[config.mk]
export PLATFORM = sky130hd
export DESIGN_NAME = mldc_seen_mem
export DESIGN_NICKNAME = d
export VERILOG_FILES = /design/src/hw/rtl/matrix_line_duplicate_checker_core_macros.svh /design/src/hw/rtl/mldc_pkg.sv /design/src/hw/rtl/mldc_seen_mem.sv
export SDC_FILE = /design/constraint.sdc
export NUM_CORES = 2
export LEC_CHECK = 0
export BUFFER_PORTS_ARGS = -buffer_cell sky130_fd_sc_hd__buf_2
export CAP_MARGIN = 20
export CELL_PAD_IN_SITES_DETAIL_PLACEMENT = 2
export CELL_PAD_IN_SITES_GLOBAL_PLACEMENT = 2
export CORE_MARGIN = 2
export CORE_UTILIZATION = 47
export CTS_CLUSTER_SIZE = 8
export DETAILED_ROUTE_END_ITERATION = 6
export PLACE_DENSITY = 0.74
export SETUP_SLACK_MARGIN = 0.2
export SLEW_MARGIN = 20
export SYNTH_ARGS = -nofsm -noshare
export SYNTH_HDL_FRONTEND = slang
export SYNTH_SLANG_ARGS = --single-unit
export TNS_END_PERCENT = 30
[constraint.sdc]
create_clock -name clk -period 3.5 [get_ports clk]
set_input_delay 0.7 -clock clk [delete_from_list [all_inputs] [get_ports clk]]
set_output_delay 0.7 -clock clk [all_outputs]
set_load 0.01 [all_outputs]
[src/hw/rtl/matrix_line_duplicate_checker_core_macros.svh]
// Assertion macros used by the duplicate checker core.
`ifndef MATRIX_LINE_DUPLICATE_CHECKER_CORE_MACROS_SVH
`define MATRIX_LINE_DUPLICATE_CHECKER_CORE_MACROS_SVH

// Same-cycle implication, sampled on clk and disabled during reset.
`define MLDC_ASSERT_IMP(lbl, ante, cons, msg) \
	lbl: assert property (@(posedge clk) disable iff (!arst_n) (ante) |-> (cons)) \
		else $error(msg);

// Next-cycle implication, sampled on clk and disabled during reset.
`define MLDC_ASSERT_NEXT(lbl, ante, cons, msg) \
	lbl: assert property (@(posedge clk) disable iff (!arst_n) (ante) |=> (cons)) \
		else $error(msg);

`endif

[src/hw/rtl/mldc_pkg.sv]
// Shared types and constants of the matrix line duplicate checker.
package mldc_pkg;

	localparam int S_TDATA_BITS   = 24;
	localparam int M_TDATA_BITS   = 16;
	localparam int REG_BITS       = 5;
	localparam int CFG_INDEX_BITS = 1;
	localparam int INDEX_BITS     = 4;
	localparam int IN_VALUE_BITS  = 8;
	localparam int OUT_VALUE_BITS = 8;
	localparam int STATUS_BITS    = 2;
	localparam int CELL_ADDR_BITS = 2 * INDEX_BITS;
	localparam int EPOCH_BITS     = 8;

	localparam logic [CFG_INDEX_BITS-1:0] REG_ROWS_IN_USE = 1'b0;
	localparam logic [CFG_INDEX_BITS-1:0] REG_COLS_IN_USE = 1'b1;

	typedef enum logic [1:0] {
		OP_WRITE     = 2'd0,
		OP_CHECK_ROW = 2'd1,
		OP_CHECK_COL = 2'd2
	} opcode_t;

	typedef enum logic [STATUS_BITS-1:0] {
		STATUS_WRITTEN   = 2'd0,
		STATUS_COORD_ERR = 2'd1,
		STATUS_NO_DUP    = 2'd2,
		STATUS_DUP       = 2'd3
	} status_t;

	typedef enum logic [1:0] {
		ST_CLEAR,
		ST_IDLE,
		ST_SCAN,
		ST_FINISH
	} state_t;

endpackage

[src/hw/rtl/mldc_seen_mem.sv]
// Seen-value memory: one epoch tag per possible cell value, synchronous read.
module mldc_seen_mem #(
	parameter int VALUE_BITS = 8
) (
	input  logic                            clk,
	input  logic                            we,
	input  logic [VALUE_BITS-1:0]           waddr,
	input  logic [mldc_pkg::EPOCH_BITS-1:0] wdata,
	input  logic [VALUE_BITS-1:0]           raddr,
	output logic [mldc_pkg::EPOCH_BITS-1:0] rdata
);
	import mldc_pkg::*;

	localparam int DEPTH = 1 << VALUE_BITS;

	logic [EPOCH_BITS-1:0] mem [DEPTH];

	// Read-before-write: a read of the entry being written returns the old tag.
	always_ff @(posedge clk) begin
		if (we) begin
			mem[waddr] <= wdata;
		end
		rdata <= mem[raddr];
	end

endmodule
# After elaboration in Yosys (flattened, before gate mapping)
# Memory sizes are Yosys's and may differ from the RTL's. A register that Yosys moved wholly into a read port is not among the register bits.
# Cells that the tools add are included.
# op_classes
mux	2
# op_table
op	n
$mux 1	2
# word_totals
reg_bits	0
mem_bits_rw	2048
out_inout_bits	8
elab_cells	3
n_memories	1
# memory_table
memory	depth	word_bits	read_ports	rd_ports_with_merged_regs	write_ports	line_no	rtl
mem	256	8	1	1	1	mldc_seen_mem.sv:16	logic [EPOCH_BITS-1:0] mem [DEPTH];

# Longest topological paths before layout
# logic_depth
word_depth	2
ltp_mapped	11
ltp_nobuf	6

# Worst setup path before layout
# OpenSTA, ideal clock, no wires.
# synth_path
path_kind	input-to-reg
startpoint	input port raddr[0]
endpoint	register rdata[2] (netlist name), read port of mem
setup_ps	131
t_arrival_ps	2507
slack_ps	862
stages	9
path_cell_list	buf_6 > buf_12 > buf_8 > buf_2 > mux4_2 > a22oi_1 > a21oi_1 > nor4_1 > nor4_2
# synth_lines
element	line_no	rtl
start, declared	mldc_seen_mem.sv:9	input logic [VALUE_BITS-1:0] raddr,
end, declared	mldc_seen_mem.sv:10	output logic [mldc_pkg::EPOCH_BITS-1:0] rdata

==> impl_results.md <==
* Status: finished clean
* Worst-Skew Late Latency at 0.93 ns
* Number of global-route vias before repair at 48.33k
* GPL Wtd Cong at 0.8251
* Post-CTS Setup Inserts at 0
* Setup crit start kind: input pin
* Initial DRC count at 6007
* Max-slew violations at 0
* Post-route insts no fill at 6580
* Pin count of the biggest net entering global routing at 112
* Synthesized Nets at 3759
* Post-Route WL at 291.6 mm
* Post-DRT Antenna Nets at 0
* Synth top area share at 0.7730
* # hold bufs at CTS at 0
* R2r endpoint: rdata[7]
* F_max at 317.9 MHz
* Antenna violations before repair at 12
* CP Max Fanout at 23
* Count leader, synth: edfxtp_1
* Yosys top cell by area: edfxtp_1
* Max-Cap Viols at 0
* CTS clk-pin slew, worst paths at 0.06 ns
* P&R area growth vs syn at 17.56%
* Post-route clock period utilization at 0.8987
* Total Nets Final at 4366
* Die Ht at 415.4 um
* Critical path class: input pin to flop
* Syn avg cell area at 21.31 um^2
* Async S/R FF share, synth at 0
* Post-detail-place hpwl at 176.2 mm
* Starting Density at 0.4747
* Setup crit end: rdata[5]
* Syn Inst Count at 3733
* Critical path launch point: raddr[0]
* Post-layout min period at 3.145 ns
* Total Power at 56.58 mW
* Power Dens Cells at 605.0 mW/mm^2
* Share of cells above drive strength 1 at 0.3030
* Post-CTS sizing at 0
* Total gr overflow at 0
* CORE AREA at 0.1676 mm^2
* Worst path cell trace: buf_8, buf_12, buf_12, buf_12, mux4_2, a221oi_1, o32ai_1, nor3_1, nor4_1
* Yosys cell types at 55
* Die width at 415.4 um
* Slew headroom at 0.2997
* Prevailing post-synth register cell: edfxtp_1
* Skew final at 0.06506 ns
* Reg2reg start: mem[101][7]
* TritonCTS sink count at 2056
* I/O Buffers at 33
* R2R Setup Slk at 0.43 ns
* Worst slew pin tran at 1.047 ns
* R2R depth at 7
* Residual DRC at 0
* Post-synthesis sequential area ratio at 0.7750
* Drt pass-1 iters at 6
* Clock Path Buffers at 4
* Final Hold Fails at 0
* Total track usage at 0.3390
* Inserted Clock Buffers at 306
* Warnings from Yosys at 0
* Placed Cells at 6236
* Slowest cell on the critical path: a221oi_1
* Worst EP arrival at 3.91 ns
* # setup viols final at 0
* Top post-synthesis cells by count: edfxtp_1, mux4_2, nor2_1
* Worst Setup End Kind: flop
* FP Rows at 150
* CP max stage delay at 0.61 ns
* Die area at 0.1726 mm^2
* Hold WC Path Type: input pin to flop
* Worst EP required at 4.27 ns
* DR vias at 44.69k
* Most used cell along the critical path: buf_12
* Synth Register Bits at 2056
* Max rail drop VDD at 0.0008510 V
* Post-DR wirelength/cell at 44.32 um
* Area contributors post-synth: edfxtp_1, mux4_2, mux2i_1, nor2_1, a22oi_1
* # IOs at 34
* RSZ-0062 raised after global routing: no
* First-pass GRT wire length at 405.6 mm
* Leakage at 30.12 nW
* Root buf cell: clkbuf_16
* H-tree depth at 5
* Vias/cell at 6.792
* Post-synth EDFFs at 2048
* CTS tree: yes
* Hold Path Stages at 1
* Mapped Area at 0.07956 mm^2
## flip-flops by register name (all words and copies together), names as in the netlist
| name | cells |
|---|---|
| mem | 2048 |
| rdata | 8 |
## worst max-delay path: cells and delay by family
| family | cells | cell delay, ns |
|---|---|---|
| muxes | 1 | 0.58 |
| and+or+nand+nor | 2 | 0.73 |
| AOI/OAI and AO/OA | 2 | 0.87 |
| buffers and inverters | 4 | 0.94 |
## per-layer routing
metal,share of wire,track usage,vias up
li1,-,-,16790
met1,0.36,0.4141,24300
met2,0.51,0.5752,2776
met3,0.078,0.06706,820
met4,0.059,0.1732,2
met5,0.000034,0,-
## kinds of logic after synthesis
| family | synth area share |
|---|---|
| DFF | 0.7750 |
| muxes | 0.1462 |
| and+or+nand+nor | 0.02628 |
| AOI/OAI and AO/OA | 0.03419 |
| buffers and inverters | 0.01831 |
## report_power, final
part,switching [mW],internal (mW)
Clock,10.7,15.7
Sequential,0.0579,27.2
Combinational,1.94,0.979
Total,12.7,43.9
## final cells by class
type,instances,area (um^2)
Inverter,2,7.507
Timing Repair Buffer,532,4629
Antenna cell,9,22.52
Clock buffer,332,7925
Tap cell,2204,2758
Multi-Input combinational cell,1442,16490
Fill cell,13730,74070
Sequential cell,2056,61660
Clock inverter,3,33.78
## layout by cell type (no fill, tap or decap), types with 4 or more instances in the layout
cell,synthesis,layout
a211oi_1,16,16
o22ai_1,28,28
nor4_2,3,4
o22a_1,5,5
mux4_2,454,454
and2_1,6,6
diode_2,0,9
nor3_1,22,22
o211ai_1,10,10
a221oi_1,13,13
mux2i_1,134,134
nand2_1,33,33
buf_2,31,21
nand4_1,10,10
a21oi_1,96,96
buf_12,8,49
buf_4,27,452
nand2b_1,8,8
buf_8,13,10
or2_2,4,4
a22oi_1,133,133
dfxtp_1,8,8
a22o_1,8,8
nor2_1,282,279
o32ai_1,4,4
nor2b_1,31,28
o221ai_1,46,46
nand3_1,34,34
edfxtp_1,2048,2048
clkbuf_1,111,18
o21ai_0,10,10
clkbuf_16,0,314
nor4_1,24,23
## stage by stage
| stage | hold slack (ns) | setup WS (ns) | utilization | area, um^2 | TNS [ns] |
|---|---|---|---|---|---|
| global placement | 1.042 | -0.6595 | 0.5104 | 85540 | -1.614 |
| floorplan | 0.7699 | 0.8621 | - | 79560 | 0 |
| detailed placement | 1.145 | -0.4339 | 0.5104 | 85550 | -1.765 |
| CTS | 0.2162 | 0.4463 | 0.5579 | 93500 | 0 |
| finish | 0.2422 | 0.3545 | 0.5580 | 93530 | 0 |
| global route | 0.2473 | 0.3026 | 0.5580 | 93520 | 0 |
## worst min-delay path by stage
stage	startpoint	to	slack, ns
2_1_floorplan	mem[40][3]	rdata[3]	0.77
4_1_cts	wdata[2]	mem[111][2]	0.22
6_report	wdata[6]	mem[218][6]	0.24
5_1_grt	wdata[6]	mem[218][6]	0.25
3_5_place_dp	mem[198][4]	rdata[4]	1.14
3_3_place_gp	mem[198][6]	rdata[6]	1.04
Power figures use the tool's default switching activity.
