==> src/hw/rtl/matrix_line_duplicate_checker_core_macros.svh <==
// Assertion macros used by the duplicate checker core.
`ifndef MATRIX_LINE_DUPLICATE_CHECKER_CORE_MACROS_SVH
`define MATRIX_LINE_DUPLICATE_CHECKER_CORE_MACROS_SVH

// Same-cycle implication, sampled on clk and disabled during reset.
`define MLDC_ASSERT_IMP(lbl, ante, cons, msg) \
	lbl: assert property (@(posedge clk) disable iff (!arst_n) (ante) |-> (cons)) \
		else $error(msg);

// Next-cycle implication, sampled on clk and disabled during reset.
`define MLDC_ASSERT_NEXT(lbl, ante, cons, msg) \
	lbl: assert property (@(posedge clk) disable iff (!arst_n) (ante) |=> (cons)) \
		else $error(msg);

`endif

==> src/hw/rtl/mldc_pkg.sv <==
// Shared types and constants of the matrix line duplicate checker.
package mldc_pkg;

	localparam int S_TDATA_BITS   = 24;
	localparam int M_TDATA_BITS   = 16;
	localparam int REG_BITS       = 5;
	localparam int CFG_INDEX_BITS = 1;
	localparam int INDEX_BITS     = 4;
	localparam int IN_VALUE_BITS  = 8;
	localparam int OUT_VALUE_BITS = 8;
	localparam int STATUS_BITS    = 2;
	localparam int CELL_ADDR_BITS = 2 * INDEX_BITS;
	localparam int EPOCH_BITS     = 8;

	localparam logic [CFG_INDEX_BITS-1:0] REG_ROWS_IN_USE = 1'b0;
	localparam logic [CFG_INDEX_BITS-1:0] REG_COLS_IN_USE = 1'b1;

	typedef enum logic [1:0] {
		OP_WRITE     = 2'd0,
		OP_CHECK_ROW = 2'd1,
		OP_CHECK_COL = 2'd2
	} opcode_t;

	typedef enum logic [STATUS_BITS-1:0] {
		STATUS_WRITTEN   = 2'd0,
		STATUS_COORD_ERR = 2'd1,
		STATUS_NO_DUP    = 2'd2,
		STATUS_DUP       = 2'd3
	} status_t;

	typedef enum logic [1:0] {
		ST_CLEAR,
		ST_IDLE,
		ST_SCAN,
		ST_FINISH
	} state_t;

endpackage

==> src/hw/rtl/mldc_cell_mem.sv <==
// Matrix cell store: synchronous memory with per-entry valid bits for reset to zero.
module mldc_cell_mem #(
	parameter int VALUE_BITS = 8
) (
	input  logic                                clk,
	input  logic                                arst_n,
	input  logic                                we,
	input  logic [mldc_pkg::CELL_ADDR_BITS-1:0] waddr,
	input  logic [VALUE_BITS-1:0]               wdata,
	input  logic [mldc_pkg::CELL_ADDR_BITS-1:0] raddr,
	output logic [VALUE_BITS-1:0]               rdata
);
	import mldc_pkg::*;

	localparam int DEPTH = 1 << CELL_ADDR_BITS;

	logic [VALUE_BITS-1:0] mem [DEPTH];
	logic [DEPTH-1:0]      valid_q;
	logic [VALUE_BITS-1:0] rd_q;
	logic                  rd_valid_q;

	always_ff @(posedge clk) begin
		if (we) begin
			mem[waddr] <= wdata;
		end
		rd_q <= mem[raddr];
	end

	// A cell never written since reset reads as zero.
	always_ff @(posedge clk or negedge arst_n) begin
		if (!arst_n) begin
			valid_q    <= '0;
			rd_valid_q <= 1'b0;
		end else begin
			if (we) begin
				valid_q[waddr] <= 1'b1;
			end
			rd_valid_q <= valid_q[raddr];
		end
	end

	assign rdata = rd_valid_q ? rd_q : '0;

endmodule

==> config.mk <==
export PLATFORM = sky130hd
export DESIGN_NAME = mldc_cell_mem
export DESIGN_NICKNAME = d
export VERILOG_FILES = /design/src/hw/rtl/matrix_line_duplicate_checker_core_macros.svh /design/src/hw/rtl/mldc_pkg.sv /design/src/hw/rtl/mldc_cell_mem.sv
export SDC_FILE = /design/constraint.sdc
export NUM_CORES = 2
export LEC_CHECK = 0
export CAP_MARGIN = 5
export CORE_AREA = 5 5 360 432
export CTS_BUF_LIST = sky130_fd_sc_hd__clkbuf_16
export CTS_CLUSTER_SIZE = 8
export DETAILED_ROUTE_END_ITERATION = 7
export DIE_AREA = 0 0 365 437
export DONT_BUFFER_PORTS = 1
export GPL_ROUTABILITY_DRIVEN = 0
export PLACE_DENSITY = 0.75
export REMOVE_ABC_BUFFERS = 1
export SETUP_SLACK_MARGIN = 0.15
export SYNTH_ARGS = -nofsm -noshare
export SYNTH_HDL_FRONTEND = slang
export SYNTH_SLANG_ARGS = --single-unit
==> constraint.sdc <==
create_clock -name clk -period 2.4 [get_ports clk]
set_clock_uncertainty 0.15 [all_clocks]
set_input_delay 0 -clock clk [delete_from_list [all_inputs] [get_ports clk]]
set_output_delay 0 -clock clk [all_outputs]
set_load 0.05 [all_outputs]
# ---- Yosys cells after proc, flatten, opt, wreduce, memory -nomap -nowiden
# Memory sizes are Yosys's and may differ from the RTL's. A register that Yosys moved wholly into a read port is not among the register bits.
# Index checks and enable logic that the tools add are counted.
dict set report op_classes {
  magnitude_cmp 3
  n_reduce_logical 1
  bitwise 1
  mux 7
}
# cell count
set op_table {}
lappend op_table {{256-bit bitwise OR} 1}
lappend op_table {{8-bit by 9-bit < comparator with 1-bit output (second input constant)} 2}
lappend op_table {{1-bit binary-select mux with 8-bit select} 1}
lappend op_table {{1-bit demux with 8-bit select} 1}
lappend op_table {{8-bit by 1-bit >= comparator with 1-bit output (second input constant)} 1}
lappend op_table {{8-bit 2-to-1 mux} 1}
lappend op_table {{1-bit 2-to-1 mux} 4}
lappend op_table {{1-bit logical AND} 1}
dict set report totals {
  memories 1
  out_inout_bits 8
  wordCells 15
  regBits 257
  ramBits 2048
}
# name depth width rd rd_ports_with_merged_regs wr line
set memory_table {}
lappend memory_table {mem 256 8 1 1 1 mldc_cell_mem.sv:17} ;# logic [VALUE_BITS-1:0] mem [DEPTH];

# ---- Depth between registers and ports, before layout
dict set report logic_depth {
  word_depth 5
  mapped_depth 12
  ltp_nobuf 6
}

# ---- Least setup slack after synthesis
# OpenSTA, ideal clock, no wires.
dict set report synth_timing {
  path_kind {input to register}
  startpoint {input port raddr[0] in the netlist's numbering}
  endpoint {register rd_q[2] (read register of mem)}
  arrival_ns 1.732
  stages 9
  n_path_buf 4
  required_time_ns 2.124
  slack_ns 0.392
  path_cell_list {buf_6 buf_8 buf_8 buf_2 mux4_2 a22oi_1 nand2_1 a211oi_1 nor4_1}
}
# item line
set synth_rtl {}
lappend synth_rtl {{from (decl)} mldc_cell_mem.sv:10} ;# input logic [mldc_pkg::CELL_ADDR_BITS-1:0] raddr,
lappend synth_rtl {{to (decl)} mldc_cell_mem.sv:19} ;# logic [VALUE_BITS-1:0] rd_q;

==> out/metrics.cfg <==
[timing]
fin_ws_ns = -0.901
fin_crit_sh_pct = 138
min_period_ns = 3.30
tightest_slew_ns = 2.51
report.final.slew_viol_count = 331
setup_viol = 9
max_slew_margin_pct = -67.5
max_clock_freq_mhz = 303
holdWs_ns = -1.34
rsz0062_at_grt = true
finalHoldViolations = 2330

[cells_and_area]
layout_common_cells = 2048 x edfxtp_1, 479 x mux4_2, 444 x buf_4
final_cell_area_sq_um = 106000
final_common_cell = edfxtp_1
area_delta_synth_final_pct = 17.7
n_fill_cell = 8535
post-route-util_pct = 70.2
drive_gt1_share_pct = 31.6
final_nets = 5104

[global_routing]
antenna_found_initial = 13
grt_use_total_pct = 30.9
grt_pass1_vias = 50800
overflow = 0
grt_max_degree = 494
grt_first_pass_wirelength_um = 353000

[hold_path]
hold_path.class = primary input to asynchronous set/reset pin

[clock_network]
htreeDepth = 5
cts_root_buf = clkbuf_16
insertion_delay_ns = 0.94
cts_setup_buffers = 0
cts.sinks = 2313
cts_tree = yes
cts_made_buffers = 339
cts.clk_slew.worst_paths_ns = 0.05
clock_path_buffers = 4

[pwr]
p_int_uw = 71800
seq_power_share_pct = 49.1
p_leak_uw = 0.0377
clkPwrFrac_pct = 46.3
switching_share_pct = 20.9
power_frac_comb_pct = 4.6
ir_worst_vdd_v = 0.000641
power.switching_uw = 18900
power_density_nw_per_um2 = 859

[worst_setup_path]
critPathRequiredTime_ns = 3.09
r2r_cells = 6
path_max_fanout = 493
critical_path_arrival_ns = 3.99
critical_path_class = primary input to flop
start_kind = primary input
end_kind = flop

[route]
wl_per_cell_um = 33.4
dr.pass1.iters = 8
vias_per_cell = 6.70
drt_iter0_drc = 6927
antenna_left = 0
drc = 0
vias = 49000
totalWireLength_um = 244000

[die]
start_util_pct = 59.6
ios = 35
rows = 156
core_area_sq_um = 150000
die_area_sq_um = 160000
chipHeight_um = 437
die_w_um = 365

[placement]
dpl_cell_area_sq_um = 94500
io_buffers = 0
dp_hpwl_um = 125000

[synthesis]
ys_ff_latch = 2313
synth_top_area_share_pct = 68.5
synth_edf_count = 2048
synth.distinct_cells = 61
synth_top_area_cell = edfxtp_1
synth.cell_area_sq_um = 89700
yosysWarnings = 0
syn_area_per_cell_sq_um = 20.1
synthArstFlopShare_pct = 11.1
synthTopCellsByArea = edfxtp_1 69%, mux4_2 12%, dfrtp_1 7.2%
yosys_most_used_dff = edfxtp_1
seq_area_frac_synth_pct = 75.9
syn-instance-count = 4460

[run_status]
outcome = finished, violations left
failed_checks = hold timing, slew limit, setup timing

[run]
maxCapViolCount = 0

==> timing repair <==
item	CTS	global route
hold endpoints to repair	4604	2329
gates cloned	9	3
endpoints found under the setup margin	14	409
hold buffers	52	4
resized for setup	67	49
pin swaps	16	22
==> layer usage <==
metal,vias to the layer above,routed length [um],track usage [%]
met3,691,26200,7.70
met4,4,16100,17.0
met1,25400,83900,40.3
met5,-,26,0
li1,19500,-,-
met2,3378,118000,48.4
==> cells by family (layout without fill, tap and decap cells) <==
| kind of cell | after synthesis | after routing | synth area share, % |
|---|---|---|---|
| mux | 663 | 663 | 14.3 |
| simple gates | 752 | 752 | 4.27 |
| flops | 2313 | 2313 | 75.9 |
| buf+inv | 266 | 1136 | 1.85 |
| compound gates | 466 | 466 | 3.66 |
| other cells | 0 | 8 | 0 |
==> power groups by stage <==
| stage | clock network [uW] | logic (uW) | registers (uW) |
|---|---|---|---|
| after global routing | 44400 | 4250 | 44600 |
| after CTS | 42200 | 3950 | 44600 |
| after global placement | 0 | 3440 | 45300 |
| after floorplan | 0 | 1970 | 45200 |
| final | 42000 | 4150 | 44600 |
| after detailed placement | 0 | 3490 | 45300 |
==> cell type report <==
cell class	instances	area [sq um]	area share (%)
flip-flops and latches	2313	68100	64.4
repair buffers	537	4870	4.61
multi-input cells	1881	20600	19.5
clock inverters	250	992	0.939
inverters	5	18.8	0.0178
diodes	8	20.0	0.0189
clock buffers	344	8610	8.15
well taps	1975	2470	2.34
==> synthesized netlist by cell type (13+ instances only) <==
| master | count |
|---|---|
| o221ai_1 | 37 |
| nor2_1 | 280 |
| clkbuf_1 | 125 |
| dfrtp_1 | 257 |
| a21oi_1 | 95 |
| a22o_1 | 20 |
| a221oi_1 | 17 |
| o22ai_1 | 52 |
| mux4_1 | 15 |
| a22oi_1 | 161 |
| buf_6 | 27 |
| buf_1 | 13 |
| buf_4 | 29 |
| nand3_1 | 35 |
| buf_2 | 44 |
| mux4_2 | 478 |
| nor4_1 | 29 |
| edfxtp_1 | 2048 |
| nor3_1 | 26 |
| or2_2 | 262 |
| o21ai_0 | 14 |
| nand2_1 | 50 |
| mux2i_1 | 162 |
| a31oi_1 | 16 |
| nor2b_1 | 19 |
| buf_8 | 15 |
==> metrics by stage <==
| stage | total power, uW | setup WS (ns) | TNS (ns) | std cells |
|---|---|---|---|---|
| 2_1_floorplan | 47200 | -0.594 | -3.97 | 4199 |
| 3_3_place_gp | 48700 | -2.68 | -17.55 | 6644 |
| 3_5_place_dp | 48800 | -2.19 | -16.75 | 6645 |
| 4_1_cts | 90700 | -0.0295 | -0.177 | 7300 |
| 5_1_grt | 93200 | -0.0962 | -0.232 | 7308 |
| 6_report | 90800 | -0.901 | -6.40 | 7313 |
==> final timing paths <==
path	from	end	slack, ns
max	raddr[1]	rd_q[0]	-0.90
min	arst_n	valid_q[146]	-1.34
max reg2reg	mem[82][6]	rd_q[6]	-0.09
min reg2reg	valid_q[17]	valid_q[17]	0.30
max in group asynchronous	arst_n	valid_q[121]	2.73
min in group clk	wdata[4]	mem[19][4]	-0.91
==> sequential cells by signal, summed over array words and instances (netlist names) <==
name	flops
mem	2048
rd_q	8
rd_valid_q	1
valid_q	256
==> critical path, stage by stage <==
cell and delay, ns:
nand2b_4 0.76, buf_4 0.32, o221ai_1 0.32, buf_4 0.17
a21oi_1 0.07, nor3_1 0.53, nor4_2 0.15, buf_4 0.18
nor4_2 0.24
Note: power is estimated with default switching activity, not from simulation.
